**config.mk**
```make
export PLATFORM = sky130hd
export DESIGN_NAME = block_cache_directory_clock
export DESIGN_NICKNAME = d
export VERILOG_FILES = /design/src/rtl/bcd_pkg.sv /design/src/rtl/bcd_ram.sv /design/src/rtl/bcd_ctrl.sv /design/src/rtl/bcd_dpath.sv /design/src/rtl/block_cache_directory_clock.sv
export SDC_FILE = /design/constraint.sdc
export NUM_CORES = 2
export LEC_CHECK = 0
export ABC_CLOCK_PERIOD_IN_PS = 13300
export BUFFER_PORTS_ARGS = -buffer_cell sky130_fd_sc_hd__buf_2
export CAP_MARGIN = 30
export CELL_PAD_IN_SITES_DETAIL_PLACEMENT = 2
export CELL_PAD_IN_SITES_GLOBAL_PLACEMENT = 2
export CORE_MARGIN = 2
export CORE_UTILIZATION = 46
export CTS_BUF_LIST = sky130_fd_sc_hd__clkbuf_4
export CTS_CLUSTER_DIAMETER = 60
export DETAILED_ROUTE_END_ITERATION = 16
export PLACE_DENSITY_LB_ADDON = 0.1
export SETUP_SLACK_MARGIN = 0.05
export SLEW_MARGIN = 20
export SYNTH_ARGS = -nofsm -noshare
export SYNTH_HDL_FRONTEND = slang
export SYNTH_HIERARCHICAL = 1
export SYNTH_SLANG_ARGS = --single-unit
export TNS_END_PERCENT = 10
```
**constraint.sdc**
```tcl
create_clock -name i_clk -period 13.3 [get_ports i_clk]
set_input_delay 2.66 -clock i_clk [delete_from_list [all_inputs] [get_ports i_clk]]
set_output_delay 2.66 -clock i_clk [all_outputs]
set_load 0.05 [all_outputs]
```
**src/rtl/bcd_pkg.sv**
```systemverilog
`default_nettype none
// ----------------------------------------------------------------------------
// bcd_pkg
// Shared widths, request codes, controller command codes and the
// command/status structs of the block cache directory.
// ----------------------------------------------------------------------------
package bcd_pkg;

    localparam int FUNC_W = 2;
    localparam int BLK_W  = 32;
    localparam int SLOT_W = 6;
    localparam int CAP_W  = 7;
    localparam int OP_W   = 4;

    // request kinds
    localparam logic [FUNC_W-1:0] FUNC_READ  = 2'd0;
    localparam logic [FUNC_W-1:0] FUNC_WRITE = 2'd1;
    localparam logic [FUNC_W-1:0] FUNC_FLUSH = 2'd2;
    localparam logic [FUNC_W-1:0] FUNC_SYNC  = 2'd3;

    // datapath commands
    localparam logic [OP_W-1:0] OP_NONE     = 4'd0;
    localparam logic [OP_W-1:0] OP_ACCEPT   = 4'd1;
    localparam logic [OP_W-1:0] OP_LK_RD    = 4'd2;
    localparam logic [OP_W-1:0] OP_LK_CMP   = 4'd3;
    localparam logic [OP_W-1:0] OP_HIT      = 4'd4;
    localparam logic [OP_W-1:0] OP_FREE     = 4'd5;
    localparam logic [OP_W-1:0] OP_CLK_SKIP = 4'd6;
    localparam logic [OP_W-1:0] OP_VICT     = 4'd7;
    localparam logic [OP_W-1:0] OP_WB_TAG   = 4'd8;
    localparam logic [OP_W-1:0] OP_INSTALL  = 4'd9;
    localparam logic [OP_W-1:0] OP_SY_RD    = 4'd10;
    localparam logic [OP_W-1:0] OP_SY_EMIT  = 4'd11;
    localparam logic [OP_W-1:0] OP_SY_NONE  = 4'd12;

    typedef struct packed {
        logic [OP_W-1:0] op;
    } t_cmd;

    typedef struct packed {
        logic [FUNC_W-1:0] func;
        logic              out_free;
        logic              match;
        logic              idx_last;
        logic              has_free;
        logic              cnt_ge_cap;
        logic              cnt_gt_cap;
        logic              clk_occ;
        logic              clk_acc;
        logic              vict_dirty;
        logic              wb_pend;
        logic              sync_any;
        logic              emitted;
    } t_stat;

endpackage
`default_nettype wire

```
**src/rtl/bcd_ram.sv**
```systemverilog
`default_nettype none
// ----------------------------------------------------------------------------
// bcd_ram
// Generic single-write, single-read RAM with registered read data.
// ----------------------------------------------------------------------------
module bcd_ram #(
    parameter int W = 32,
    parameter int D = 64
) (
    input  wire logic                 i_clk,
    input  wire logic                 i_we,
    input  wire logic [$clog2(D)-1:0] i_waddr,
    input  wire logic [W-1:0]         i_wdata,
    input  wire logic                 i_re,
    input  wire logic [$clog2(D)-1:0] i_raddr,
    output      logic [W-1:0]         o_rdata
);

    logic [W-1:0] r_mem [D];

    always_ff @(posedge i_clk) begin
        if (i_we) begin
            r_mem[i_waddr] <= i_wdata;
        end
        if (i_re) begin
            o_rdata <= r_mem[i_raddr];
        end
    end

endmodule
`default_nettype wire

```
**src/rtl/bcd_ctrl.sv**
```systemverilog
`default_nettype none
// ----------------------------------------------------------------------------
// bcd_ctrl
// Request sequencer: lookup scan, hit/flush reply, free-slot fill,
// clock sweep with eviction, and sync over dirty slots.
// ----------------------------------------------------------------------------
module bcd_ctrl (
    input  wire logic                       i_clk,
    input  wire logic                       i_rst_n,
    input  wire logic                       i_in_valid,
    input  wire logic [bcd_pkg::FUNC_W-1:0] i_in_func,
    input  wire bcd_pkg::t_stat             i_stat,
    output      bcd_pkg::t_cmd              o_cmd,
    output      logic                       o_in_stall
);

    localparam logic [3:0] S_IDLE    = 4'd0;
    localparam logic [3:0] S_LK_RD   = 4'd1;
    localparam logic [3:0] S_LK_CMP  = 4'd2;
    localparam logic [3:0] S_HIT     = 4'd3;
    localparam logic [3:0] S_MISS    = 4'd4;
    localparam logic [3:0] S_CLK     = 4'd5;
    localparam logic [3:0] S_WB_TAG  = 4'd6;
    localparam logic [3:0] S_INSTALL = 4'd7;
    localparam logic [3:0] S_SY_FIND = 4'd8;
    localparam logic [3:0] S_SY_EMIT = 4'd9;

    logic [3:0] r_state, n_state;

    assign o_in_stall = (r_state != S_IDLE);

    // next state and command
    always_comb begin
        n_state   = r_state;
        o_cmd.op  = bcd_pkg::OP_NONE;
        case (r_state)
            S_IDLE: begin
                if (i_in_valid) begin
                    o_cmd.op = bcd_pkg::OP_ACCEPT;
                    n_state  = (i_in_func == bcd_pkg::FUNC_SYNC) ? S_SY_FIND : S_LK_RD;
                end
            end
            S_LK_RD: begin
                o_cmd.op = bcd_pkg::OP_LK_RD;
                n_state  = S_LK_CMP;
            end
            S_LK_CMP: begin
                o_cmd.op = bcd_pkg::OP_LK_CMP;
                if (i_stat.match || (i_stat.idx_last && i_stat.func == bcd_pkg::FUNC_FLUSH)) begin
                    n_state = S_HIT;
                end else if (i_stat.idx_last) begin
                    n_state = S_MISS;
                end else begin
                    n_state = S_LK_RD;
                end
            end
            S_HIT: begin
                if (i_stat.out_free) begin
                    o_cmd.op = bcd_pkg::OP_HIT;
                    n_state  = S_IDLE;
                end
            end
            S_MISS: begin
                if (i_stat.has_free) begin
                    o_cmd.op = bcd_pkg::OP_FREE;
                    n_state  = S_INSTALL;
                end else begin
                    n_state  = S_CLK;
                end
            end
            S_CLK: begin
                if (i_stat.clk_occ && !i_stat.clk_acc) begin
                    // victim; a pending writeback goes out first
                    if (!i_stat.wb_pend || i_stat.out_free) begin
                        o_cmd.op = bcd_pkg::OP_VICT;
                        if (i_stat.vict_dirty) begin
                            n_state = S_WB_TAG;
                        end else if (i_stat.cnt_gt_cap) begin
                            n_state = S_CLK;
                        end else begin
                            n_state = S_INSTALL;
                        end
                    end
                end else begin
                    o_cmd.op = bcd_pkg::OP_CLK_SKIP;
                end
            end
            S_WB_TAG: begin
                o_cmd.op = bcd_pkg::OP_WB_TAG;
                n_state  = i_stat.cnt_ge_cap ? S_CLK : S_INSTALL;
            end
            S_INSTALL: begin
                if (i_stat.out_free) begin
                    o_cmd.op = bcd_pkg::OP_INSTALL;
                    n_state  = S_IDLE;
                end
            end
            S_SY_FIND: begin
                if (i_stat.sync_any) begin
                    o_cmd.op = bcd_pkg::OP_SY_RD;
                    n_state  = S_SY_EMIT;
                end else if (i_stat.emitted) begin
                    n_state  = S_IDLE;
                end else if (i_stat.out_free) begin
                    o_cmd.op = bcd_pkg::OP_SY_NONE;
                    n_state  = S_IDLE;
                end
            end
            S_SY_EMIT: begin
                if (i_stat.out_free) begin
                    o_cmd.op = bcd_pkg::OP_SY_EMIT;
                    n_state  = S_SY_FIND;
                end
            end
            default: begin
                n_state = S_IDLE;
            end
        endcase
    end

    always_ff @(posedge i_clk) begin
        if (!i_rst_n) begin
            r_state <= S_IDLE;
        end else begin
            r_state <= n_state;
        end
    end

endmodule
`default_nettype wire

```
**src/rtl/bcd_dpath.sv**
```systemverilog
`default_nettype none
// ----------------------------------------------------------------------------
// bcd_dpath
// Directory datapath: tag RAM, slot mark vectors, clock hand, occupancy
// count, capacity register and the result register.
// ----------------------------------------------------------------------------
module bcd_dpath #(
    parameter int SLOTS = 64
) (
    input  wire logic                       i_clk,
    input  wire logic                       i_rst_n,
    input  wire bcd_pkg::t_cmd              i_cmd,
    output      bcd_pkg::t_stat             o_stat,
    input  wire logic [bcd_pkg::FUNC_W-1:0] i_in_func,
    input  wire logic [bcd_pkg::BLK_W-1:0]  i_in_block_index,
    input  wire logic                       i_cfg_we,
    input  wire logic [bcd_pkg::CAP_W-1:0]  i_cfg_data,
    input  wire logic                       i_out_stall,
    output      logic                       o_out_valid,
    output      logic                       o_out_hit,
    output      logic [bcd_pkg::SLOT_W-1:0] o_out_slot,
    output      logic                       o_out_fill_needed,
    output      logic                       o_out_writeback_valid,
    output      logic [bcd_pkg::BLK_W-1:0]  o_out_writeback_block,
    output      logic [bcd_pkg::SLOT_W-1:0] o_out_writeback_slot,
    output      logic                       o_out_last
);

    localparam int SW = $clog2(SLOTS);
    localparam logic [SW-1:0] LAST_SLOT = SW'(SLOTS - 1);
    localparam logic [bcd_pkg::CAP_W-1:0] SLOTS_C = bcd_pkg::CAP_W'(SLOTS);

    // lowest set bit of a slot vector
    function automatic logic [SW-1:0] f_lowest(input logic [SLOTS-1:0] v);
        logic [SW-1:0] r;
        r = '0;
        for (int i = SLOTS - 1; i >= 0; i--) begin
            if (v[i]) r = SW'(i);
        end
        return r;
    endfunction

    // control registers
    logic [SLOTS-1:0]            r_occ, n_occ, r_dirty, n_dirty, r_acc, n_acc;
    logic [SW-1:0]               r_hand, n_hand;
    logic [bcd_pkg::CAP_W-1:0]   r_count, n_count, r_cap, n_cap;
    logic                        r_found, n_found, r_emitted, n_emitted;
    logic                        r_wb_pend, n_wb_pend, r_out_valid, n_out_valid;
    // payload registers
    logic [bcd_pkg::FUNC_W-1:0]  r_func, n_func;
    logic [bcd_pkg::BLK_W-1:0]   r_blk, n_blk, r_wb_blk, n_wb_blk;
    logic [SW-1:0]               r_idx, n_idx, r_target, n_target, r_wb_slot, n_wb_slot;
    logic                        r_hit, n_hit, r_fill, n_fill, r_wbv, n_wbv, r_last, n_last;
    logic [bcd_pkg::SLOT_W-1:0]  r_slot, n_slot, r_wbs, n_wbs;
    logic [bcd_pkg::BLK_W-1:0]   r_wbb, n_wbb;

    // RAM port
    logic                        w_we, w_re;
    logic [SW-1:0]               w_waddr, w_raddr;
    logic [bcd_pkg::BLK_W-1:0]   w_rdata;

    logic [bcd_pkg::CAP_W-1:0]   w_cap;
    logic [SLOTS-1:0]            w_sync_vec;
    logic [SW-1:0]               w_hand_next, w_sy_slot;
    logic                        w_out_free, w_emit;

    bcd_ram #(.W(bcd_pkg::BLK_W), .D(SLOTS)) u_tag_ram (
        .i_clk   (i_clk),
        .i_we    (w_we),
        .i_waddr (w_waddr),
        .i_wdata (r_blk),
        .i_re    (w_re),
        .i_raddr (w_raddr),
        .o_rdata (w_rdata)
    );

    // effective capacity, clamped to 1..SLOTS
    always_comb begin
        if (r_cap == '0)          w_cap = bcd_pkg::CAP_W'(1);
        else if (r_cap > SLOTS_C) w_cap = SLOTS_C;
        else                      w_cap = r_cap;
    end

    assign w_sync_vec  = r_occ & r_dirty;
    assign w_sy_slot   = f_lowest(w_sync_vec);
    assign w_hand_next = (r_hand == LAST_SLOT) ? '0 : r_hand + SW'(1);
    assign w_out_free  = !r_out_valid || !i_out_stall;

    // status to the controller
    always_comb begin
        o_stat.func       = r_func;
        o_stat.out_free   = w_out_free;
        o_stat.match      = r_occ[r_idx] && (w_rdata == r_blk);
        o_stat.idx_last   = (r_idx == LAST_SLOT);
        o_stat.has_free   = (r_count < w_cap);
        o_stat.cnt_ge_cap = (r_count >= w_cap);
        o_stat.cnt_gt_cap = (r_count > w_cap);
        o_stat.clk_occ    = r_occ[r_hand];
        o_stat.clk_acc    = r_acc[r_hand];
        o_stat.vict_dirty = r_dirty[r_hand];
        o_stat.wb_pend    = r_wb_pend;
        o_stat.sync_any   = |w_sync_vec;
        o_stat.emitted    = r_emitted;
    end

    // command decode
    always_comb begin
        n_occ = r_occ;  n_dirty = r_dirty;  n_acc = r_acc;
        n_hand = r_hand;  n_count = r_count;
        n_cap = i_cfg_we ? i_cfg_data : r_cap;
        n_found = r_found;  n_emitted = r_emitted;  n_wb_pend = r_wb_pend;
        n_func = r_func;  n_blk = r_blk;  n_wb_blk = r_wb_blk;
        n_idx = r_idx;  n_target = r_target;  n_wb_slot = r_wb_slot;
        n_hit = r_hit;  n_slot = r_slot;  n_fill = r_fill;  n_wbv = r_wbv;
        n_wbb = r_wbb;  n_wbs = r_wbs;  n_last = r_last;
        w_we = 1'b0;  w_waddr = r_target;
        w_re = 1'b0;  w_raddr = r_idx;
        w_emit = 1'b0;
        case (i_cmd.op)
            bcd_pkg::OP_ACCEPT: begin
                n_func = i_in_func;  n_blk = i_in_block_index;
                n_idx = '0;  n_found = 1'b0;  n_emitted = 1'b0;  n_wb_pend = 1'b0;
            end
            bcd_pkg::OP_LK_RD: begin
                w_re = 1'b1;
            end
            bcd_pkg::OP_LK_CMP: begin
                n_found = o_stat.match;
                if (!o_stat.match && r_idx != LAST_SLOT) n_idx = r_idx + SW'(1);
            end
            bcd_pkg::OP_HIT: begin
                w_emit = 1'b1;
                n_hit = r_found;  n_slot = r_found ? bcd_pkg::SLOT_W'(r_idx) : '0;
                n_fill = 1'b0;  n_wbv = 1'b0;  n_wbb = '0;  n_wbs = '0;  n_last = 1'b1;
                if (r_func == bcd_pkg::FUNC_FLUSH) begin
                    if (r_found && r_dirty[r_idx]) begin
                        n_dirty[r_idx] = 1'b0;
                        n_wbv = 1'b1;  n_wbb = r_blk;  n_wbs = bcd_pkg::SLOT_W'(r_idx);
                    end
                end else begin
                    n_acc[r_idx] = 1'b1;
                    if (r_func == bcd_pkg::FUNC_WRITE) n_dirty[r_idx] = 1'b1;
                end
            end
            bcd_pkg::OP_FREE: begin
                n_target = f_lowest(~r_occ);
            end
            bcd_pkg::OP_CLK_SKIP: begin
                // second chance
                if (r_occ[r_hand]) n_acc[r_hand] = 1'b0;
                n_hand = w_hand_next;
            end
            bcd_pkg::OP_VICT: begin
                if (r_wb_pend) begin
                    w_emit = 1'b1;
                    n_hit = 1'b0;  n_slot = '0;  n_fill = 1'b0;  n_wbv = 1'b1;
                    n_wbb = r_wb_blk;  n_wbs = bcd_pkg::SLOT_W'(r_wb_slot);  n_last = 1'b0;
                end
                n_wb_pend = r_dirty[r_hand];
                if (r_dirty[r_hand]) n_wb_slot = r_hand;
                w_re = r_dirty[r_hand];  w_raddr = r_hand;
                n_occ[r_hand] = 1'b0;  n_dirty[r_hand] = 1'b0;  n_acc[r_hand] = 1'b0;
                if (r_count != '0) n_count = r_count - bcd_pkg::CAP_W'(1);
                n_target = r_hand;
                n_hand = w_hand_next;
            end
            bcd_pkg::OP_WB_TAG: begin
                n_wb_blk = w_rdata;
            end
            bcd_pkg::OP_INSTALL: begin
                w_we = 1'b1;
                if (!r_occ[r_target] && r_count < SLOTS_C) n_count = r_count + bcd_pkg::CAP_W'(1);
                n_occ[r_target] = 1'b1;
                n_dirty[r_target] = (r_func == bcd_pkg::FUNC_WRITE);
                n_acc[r_target] = 1'b1;
                w_emit = 1'b1;
                n_hit = 1'b0;  n_slot = bcd_pkg::SLOT_W'(r_target);
                n_fill = (r_func == bcd_pkg::FUNC_READ);
                n_wbv = r_wb_pend;
                n_wbb = r_wb_pend ? r_wb_blk : '0;
                n_wbs = r_wb_pend ? bcd_pkg::SLOT_W'(r_wb_slot) : '0;
                n_last = 1'b1;
                n_wb_pend = 1'b0;
            end
            bcd_pkg::OP_SY_RD: begin
                n_idx = w_sy_slot;
                w_re = 1'b1;  w_raddr = w_sy_slot;
            end
            bcd_pkg::OP_SY_EMIT: begin
                w_emit = 1'b1;
                n_dirty[r_idx] = 1'b0;
                n_emitted = 1'b1;
                n_hit = 1'b0;  n_slot = bcd_pkg::SLOT_W'(r_idx);  n_fill = 1'b0;
                n_wbv = 1'b1;  n_wbb = w_rdata;  n_wbs = bcd_pkg::SLOT_W'(r_idx);
                n_last = ((w_sync_vec & ~(SLOTS'(1) << r_idx)) == '0);
            end
            bcd_pkg::OP_SY_NONE: begin
                w_emit = 1'b1;
                n_hit = 1'b0;  n_slot = '0;  n_fill = 1'b0;  n_wbv = 1'b0;
                n_wbb = '0;  n_wbs = '0;  n_last = 1'b1;
            end
            default: begin
            end
        endcase
        // result register: loaded on emit, drained on transfer
        if (w_emit)            n_out_valid = 1'b1;
        else if (!i_out_stall) n_out_valid = 1'b0;
        else                   n_out_valid = r_out_valid;
    end

    // control state
    always_ff @(posedge i_clk) begin
        if (!i_rst_n) begin
            r_occ <= '0;  r_dirty <= '0;  r_acc <= '0;
            r_hand <= '0;  r_count <= '0;  r_cap <= bcd_pkg::CAP_W'(64);
            r_found <= 1'b0;  r_emitted <= 1'b0;  r_wb_pend <= 1'b0;
            r_out_valid <= 1'b0;
        end else begin
            r_occ <= n_occ;  r_dirty <= n_dirty;  r_acc <= n_acc;
            r_hand <= n_hand;  r_count <= n_count;  r_cap <= n_cap;
            r_found <= n_found;  r_emitted <= n_emitted;  r_wb_pend <= n_wb_pend;
            r_out_valid <= n_out_valid;
        end
    end

    // payload
    always_ff @(posedge i_clk) begin
        r_func <= n_func;  r_blk <= n_blk;  r_wb_blk <= n_wb_blk;
        r_idx <= n_idx;  r_target <= n_target;  r_wb_slot <= n_wb_slot;
        r_hit <= n_hit;  r_slot <= n_slot;  r_fill <= n_fill;  r_wbv <= n_wbv;
        r_wbb <= n_wbb;  r_wbs <= n_wbs;  r_last <= n_last;
    end

    assign o_out_valid           = r_out_valid;
    assign o_out_hit             = r_hit;
    assign o_out_slot            = r_slot;
    assign o_out_fill_needed     = r_fill;
    assign o_out_writeback_valid = r_wbv;
    assign o_out_writeback_block = r_wbb;
    assign o_out_writeback_slot  = r_wbs;
    assign o_out_last            = r_last;

endmodule
`default_nettype wire

```
**src/rtl/block_cache_directory_clock.sv**
```systemverilog
`default_nettype none
// ----------------------------------------------------------------------------
// block_cache_directory_clock
// Directory of a write-back block cache with CLOCK second-chance replacement.
// ----------------------------------------------------------------------------
// Input channel (i_in_valid / o_in_stall): one request, func and block_index.
// One request is worked on at a time; o_in_stall is high from the transfer
// until the sequencer is back in idle. Output channel (o_out_valid /
// i_out_stall) carries results; o_out_last marks a request's final result.
// The lookup reads and compares the tag RAM slot by slot and stops at a hit.
// A miss fills the lowest free slot while the count is below capacity; else
// the clock hand sweeps and evicts until the count is below it, reading a
// dirty victim's tag in S_WB_TAG. Sync emits a result per dirty slot, or one
// empty result. The input opens again once the final result is loaded. Reset
// (synchronous, active low) empties the directory, parks the hand at slot 0
// and sets capacity to 64; there is no clearing pass. i_cfg_we writes
// capacity_in_use; the user must do so only while the block is idle, as the
// block does not enforce it. While the receiver stalls, the result holds and
// the sequencer waits at its next result.
// ----------------------------------------------------------------------------
module block_cache_directory_clock #(
    parameter int SLOTS = 64
) (
    input  wire logic                       i_clk,
    input  wire logic                       i_rst_n,
    input  wire logic                       i_in_valid,
    output      logic                       o_in_stall,
    input  wire logic [bcd_pkg::FUNC_W-1:0] i_in_func,
    input  wire logic [bcd_pkg::BLK_W-1:0]  i_in_block_index,
    input  wire logic                       i_cfg_we,
    input  wire logic [bcd_pkg::CAP_W-1:0]  i_cfg_data,
    output      logic                       o_out_valid,
    input  wire logic                       i_out_stall,
    output      logic                       o_out_hit,
    output      logic [bcd_pkg::SLOT_W-1:0] o_out_slot,
    output      logic                       o_out_fill_needed,
    output      logic                       o_out_writeback_valid,
    output      logic [bcd_pkg::BLK_W-1:0]  o_out_writeback_block,
    output      logic [bcd_pkg::SLOT_W-1:0] o_out_writeback_slot,
    output      logic                       o_out_last
);

    bcd_pkg::t_cmd  w_cmd;
    bcd_pkg::t_stat w_stat;

    bcd_ctrl u_ctrl (
        .i_clk      (i_clk),
        .i_rst_n    (i_rst_n),
        .i_in_valid (i_in_valid),
        .i_in_func  (i_in_func),
        .i_stat     (w_stat),
        .o_cmd      (w_cmd),
        .o_in_stall (o_in_stall)
    );

    bcd_dpath #(.SLOTS(SLOTS)) u_dpath (
        .i_clk                 (i_clk),
        .i_rst_n               (i_rst_n),
        .i_cmd                 (w_cmd),
        .o_stat                (w_stat),
        .i_in_func             (i_in_func),
        .i_in_block_index      (i_in_block_index),
        .i_cfg_we              (i_cfg_we),
        .i_cfg_data            (i_cfg_data),
        .i_out_stall           (i_out_stall),
        .o_out_valid           (o_out_valid),
        .o_out_hit             (o_out_hit),
        .o_out_slot            (o_out_slot),
        .o_out_fill_needed     (o_out_fill_needed),
        .o_out_writeback_valid (o_out_writeback_valid),
        .o_out_writeback_block (o_out_writeback_block),
        .o_out_writeback_slot  (o_out_writeback_slot),
        .o_out_last            (o_out_last)
    );

    // one request at a time: a transfer closes the input until it is done
    a_one_request: assert property (@(posedge i_clk) disable iff (!i_rst_n)
        i_in_valid && !o_in_stall |=> o_in_stall)
        else $error("input taken while a request is in work");

    // a fill is only asked for on a miss
    a_fill_on_miss: assert property (@(posedge i_clk) disable iff (!i_rst_n)
        o_out_valid && o_out_fill_needed |-> !o_out_hit && o_out_last)
        else $error("fill_needed on a hit or non-final result");

    // a hit always finishes its request
    a_hit_last: assert property (@(posedge i_clk) disable iff (!i_rst_n)
        o_out_valid && o_out_hit |-> o_out_last)
        else $error("hit result without last");

endmodule
`default_nettype wire

```
==> results.json <==
{
  "status": "finished clean",
  "dieArea_um2": 229000,
  "fin_crit_ns": 10.79,
  "yosys_warnings": 6,
  "crit_type": "flop to flop",
  "synth_top_area_share_pct": 64.0,
  "cts_tree": "yes",
  "post-dp-hpwl_um": 276000,
  "cts_resized": 0,
  "vias": 75600,
  "avgSynthCellArea_um2": 15.7,
  "max_slew_margin_pct": 17.6,
  "fin_tns_setup_ns": 0,
  "rsz0062_at_grt": "no",
  "skew_ns": 0.163,
  "cts-root-buf": "clkbuf_4",
  "hold_path_class": "flop to flop",
  "clkTransAtPathRegs_ns": 0.09,
  "start_util_pct": 46.2,
  "grt_pass1_vias": 78700,
  "synth_area_leaders": "edfxtp_1, mux4_2, dfxtp_1, mux2i_1, a22oi_1",
  "cp.required_ns": 14.39,
  "grt-ovfl-total": 0,
  "antenna_left": 0,
  "fin_nets": 7163,
  "clockBufferDepth": 4,
  "crit_chain": "buf_4 > a22oi_1 > nand3_1 > or3_1 > nor3_1 > nand2_1 > or4_1 > nor2_1 > a32o_1 > nand2_1 > o21ai_1 > nor2b_1 > nand2_1 > o21ai_1 > nand2_1 > a22oi_1 > o211ai_1 > buf_12 > nor2_4 > buf_4 > a22oi_1 > nand3_1 > nand2_1 > a21oi_1",
  "vias_per_cell": 7.16,
  "coreArea_um2": 224000,
  "power.total_w": 0.0200,
  "yosys.cell_types.count": 88,
  "seq_area_frac_synth_pct": 68.3,
  "rows": 174,
  "wl_per_cell_um": 45.5,
  "post_cts_buffers": 0,
  "arrival_ns": 11.88,
  "leakagePower_nw": 37.8,
  "antenna_found_initial": 32,
  "final_max_slew_viol_count": 0,
  "dr.pass1.iters": 9,
  "p_per_area_nw_per_um2": 171,
  "die_w_um": 479,
  "maxCapViolations": 0,
  "worstSkewPairLatency_ns": 1.43,
  "dp_slack_ns": 3.08,
  "slowest_stage": "nor2b_1",
  "fin_ws_ns": 2.51,
  "grt_max_degree": 124,
  "grt_pass1_wl_um": 658000,
  "synth_area_um2": 104000,
  "period_share_pct": 81.1,
  "nFillCells": 20300,
  "gp_congestion": 0.958,
  "start_kind": "flop",
  "numCtsBuffers": 660,
  "synthArstFlopShare_pct": 0,
  "worst_path_most_repeated_cell": "nand2_1",
  "drive_gt1_share_pct": 27.5,
  "postCtsHoldBufs": 0,
  "ys_ff_latch": 2432,
  "hold_viol": 0,
  "dr.first_iter.drc_count": 11300,
  "synth_top_area_cell": "edfxtp_1",
  "layout.cells.non_filler": 10600,
  "drc": 0,
  "die_h_um": 479,
  "synthFlopType": "edfxtp_1",
  "setup_viol": 0,
  "syn_to_final_growth_pct": 12.5,
  "port_buffers": 95,
  "clock_sinks": 2432,
  "ioPinCount": 96,
  "cp-end-kind": "flop",
  "grt_usage_pct": 41.2,
  "path_max_fanout": 81,
  "synth_edf_count": 2212,
  "synth_fp_nets": 6656,
  "tightest_slew_ns": 1.24,
  "max_freq_mhz": 92.7,
  "drt_wl_total_um": 480000,
  "post-place-cells": 9407,
  "syn_inst": 6587,
  "critPathMaxStageDelay_ns": 0.82,
  "htree_levels": 6,
  "peakVddDrop_uv": 110
}
-- critical path, delay by kind of cell, from the launching register on --
kind,cells,cell delay (ns)
simple gates,13,5.02
compound gates,8,3.57
buf+inv,3,1.17
flops,1,0.30
-- power by group --
part | switching (W) | total (W) | internal, W
clock network | 0.00367 | 0.00724 | 0.00357
registers | 0.0000897 | 0.00871 | 0.00862
logic | 0.00275 | 0.00402 | 0.00126
-- cell families (layout without fill, tap and decap cells) --
family                     Yosys count  count (layout)  synth area share (%)
other                                0              22                     0
adders and majority gates           23              23                 0.285
buffers and inverters              615            1568                  2.92
xor gates and xnor gates            43              43                 0.363
DFF                               2432            2432                  68.3
and+or+nand+nor                   1260            1260                  5.70
muxes                              697             697                  12.3
AOI/OAI and AO/OA                 1517            1517                  10.1
-- final cells by class --
type | count | area [um^2] | share of cell area (%)
timing repair buffer | 384 | 2930 | 2.51
antenna | 22 | 55.1 | 0.0472
tap | 2992 | 3740 | 3.21
clock buffer | 967 | 7260 | 6.22
sequential | 2432 | 70800 | 60.7
inverter | 76 | 287 | 0.246
multi-input combinational | 3540 | 30600 | 26.2
clock inverter | 141 | 955 | 0.818
-- state kept, by name, summed over array words and instances (netlist names), 2 cells and up, named ones only --
register and cells:
u_dpath/o_out_writeback_slot 6, u_dpath/r_blk 32, u_dpath/r_target 6, u_dpath/r_count 7, u_dpath/r_wb_blk 32, u_dpath/u_tag_ram/o_rdata 32
u_dpath/r_hand 6, u_dpath/o_out_slot 6, u_dpath/r_wb_slot 6, u_dpath/u_tag_ram/r_mem 2048, u_dpath/r_acc 64, u_dpath/r_cap 7
u_ctrl/r_state 4, u_dpath/r_occ 64, u_dpath/r_func 2, u_dpath/o_out_writeback_block 32, u_dpath/r_idx 6
-- stage by stage --
step / utilization [%] / hold slack (ns) / instance area [um^2]
3_3_place_gp: 48.1 / 0.455 / 108000
2_1_floorplan: - / 0.406 / 104000
3_5_place_dp: 48.2 / 0.481 / 108000
5_1_grt: 52.0 / 0.517 / 117000
4_1_cts: 51.8 / 0.487 / 116000
6_report: 52.0 / 0.498 / 117000
-- synth_stat cells, types with 16 or more instances --
library cell,n
o22ai_1,89
and3_1,24
a311o_1,16
a21oi_1,308
edfxtp_1,2212
a22oi_1,277
o221a_2,49
mux4_2,462
xor2_1,39
o221ai_1,22
ha_1,22
clkbuf_1,324
nor4_1,22
a221o_1,20
nand4_1,40
nand3_1,136
nor3_1,85
a222oi_1,34
o21ai_0,198
buf_4,44
o211ai_1,43
a22o_1,46
nor2b_1,44
a211oi_1,31
a221oi_1,70
and2_1,27
buf_6,44
inv_1,75
nand2_1,418
nand3b_1,25
nand2b_1,23
buf_2,95
a31oi_1,164
nor2_1,328
dfxtp_1,220
buf_1,22
mux2i_1,221
-- final timing paths --
| kind | startpoint | slack [ns] | depth (start not counted) | endpoint |
|---|---|---|---|---|
| setup / recovery | flop | 2.51 | 24 | u_dpath/u_tag_ram/o_rdata[1]$_DFFE_PP_ |
| setup reg to reg | flop | 2.51 | 24 | u_dpath/u_tag_ram/o_rdata[1]$_DFFE_PP_ |
| hold reg to reg | u_dpath/u_tag_ram/o_rdata[25]$_DFFE_PP_ | 0.50 | 0 | u_dpath/r_wb_blk[25]$_DFFE_PN_ |
| hold / removal | u_dpath/u_tag_ram/o_rdata[25]$_DFFE_PP_ | 0.50 | 0 | u_dpath/r_wb_blk[25]$_DFFE_PN_ |
-- placed cells by master (no fill, tap or decap), types with 81 or more instances in the layout --
master | Yosys | routed
o22ai_1 | 89 | 89
dfxtp_1 | 220 | 216
nor3_1 | 85 | 81
clkinv_1 | 0 | 92
buf_4 | 44 | 258
buf_2 | 95 | 97
clkbuf_4 | 0 | 970
mux2i_1 | 221 | 221
nand2_1 | 418 | 414
nand3_1 | 136 | 136
a31oi_1 | 164 | 164
nor2_1 | 328 | 248
o21ai_0 | 198 | 196
edfxtp_1 | 2212 | 2212
mux4_2 | 462 | 462
a21oi_1 | 308 | 308
a22oi_1 | 277 | 277
-- layer usage --
metal | share of wire [%] | wire [um] | GRT usage, % | up-vias
met5 | 0.032 | 153 | 0 | -
met4 | 7.3 | 34900 | 26.0 | 22
met3 | 9.4 | 45300 | 9.56 | 1612
met2 | 47 | 226000 | 65.4 | 5709
met1 | 36 | 174000 | 51.2 | 40200
li1 | - | - | - | 28000
Power figures use the tool's default switching activity.
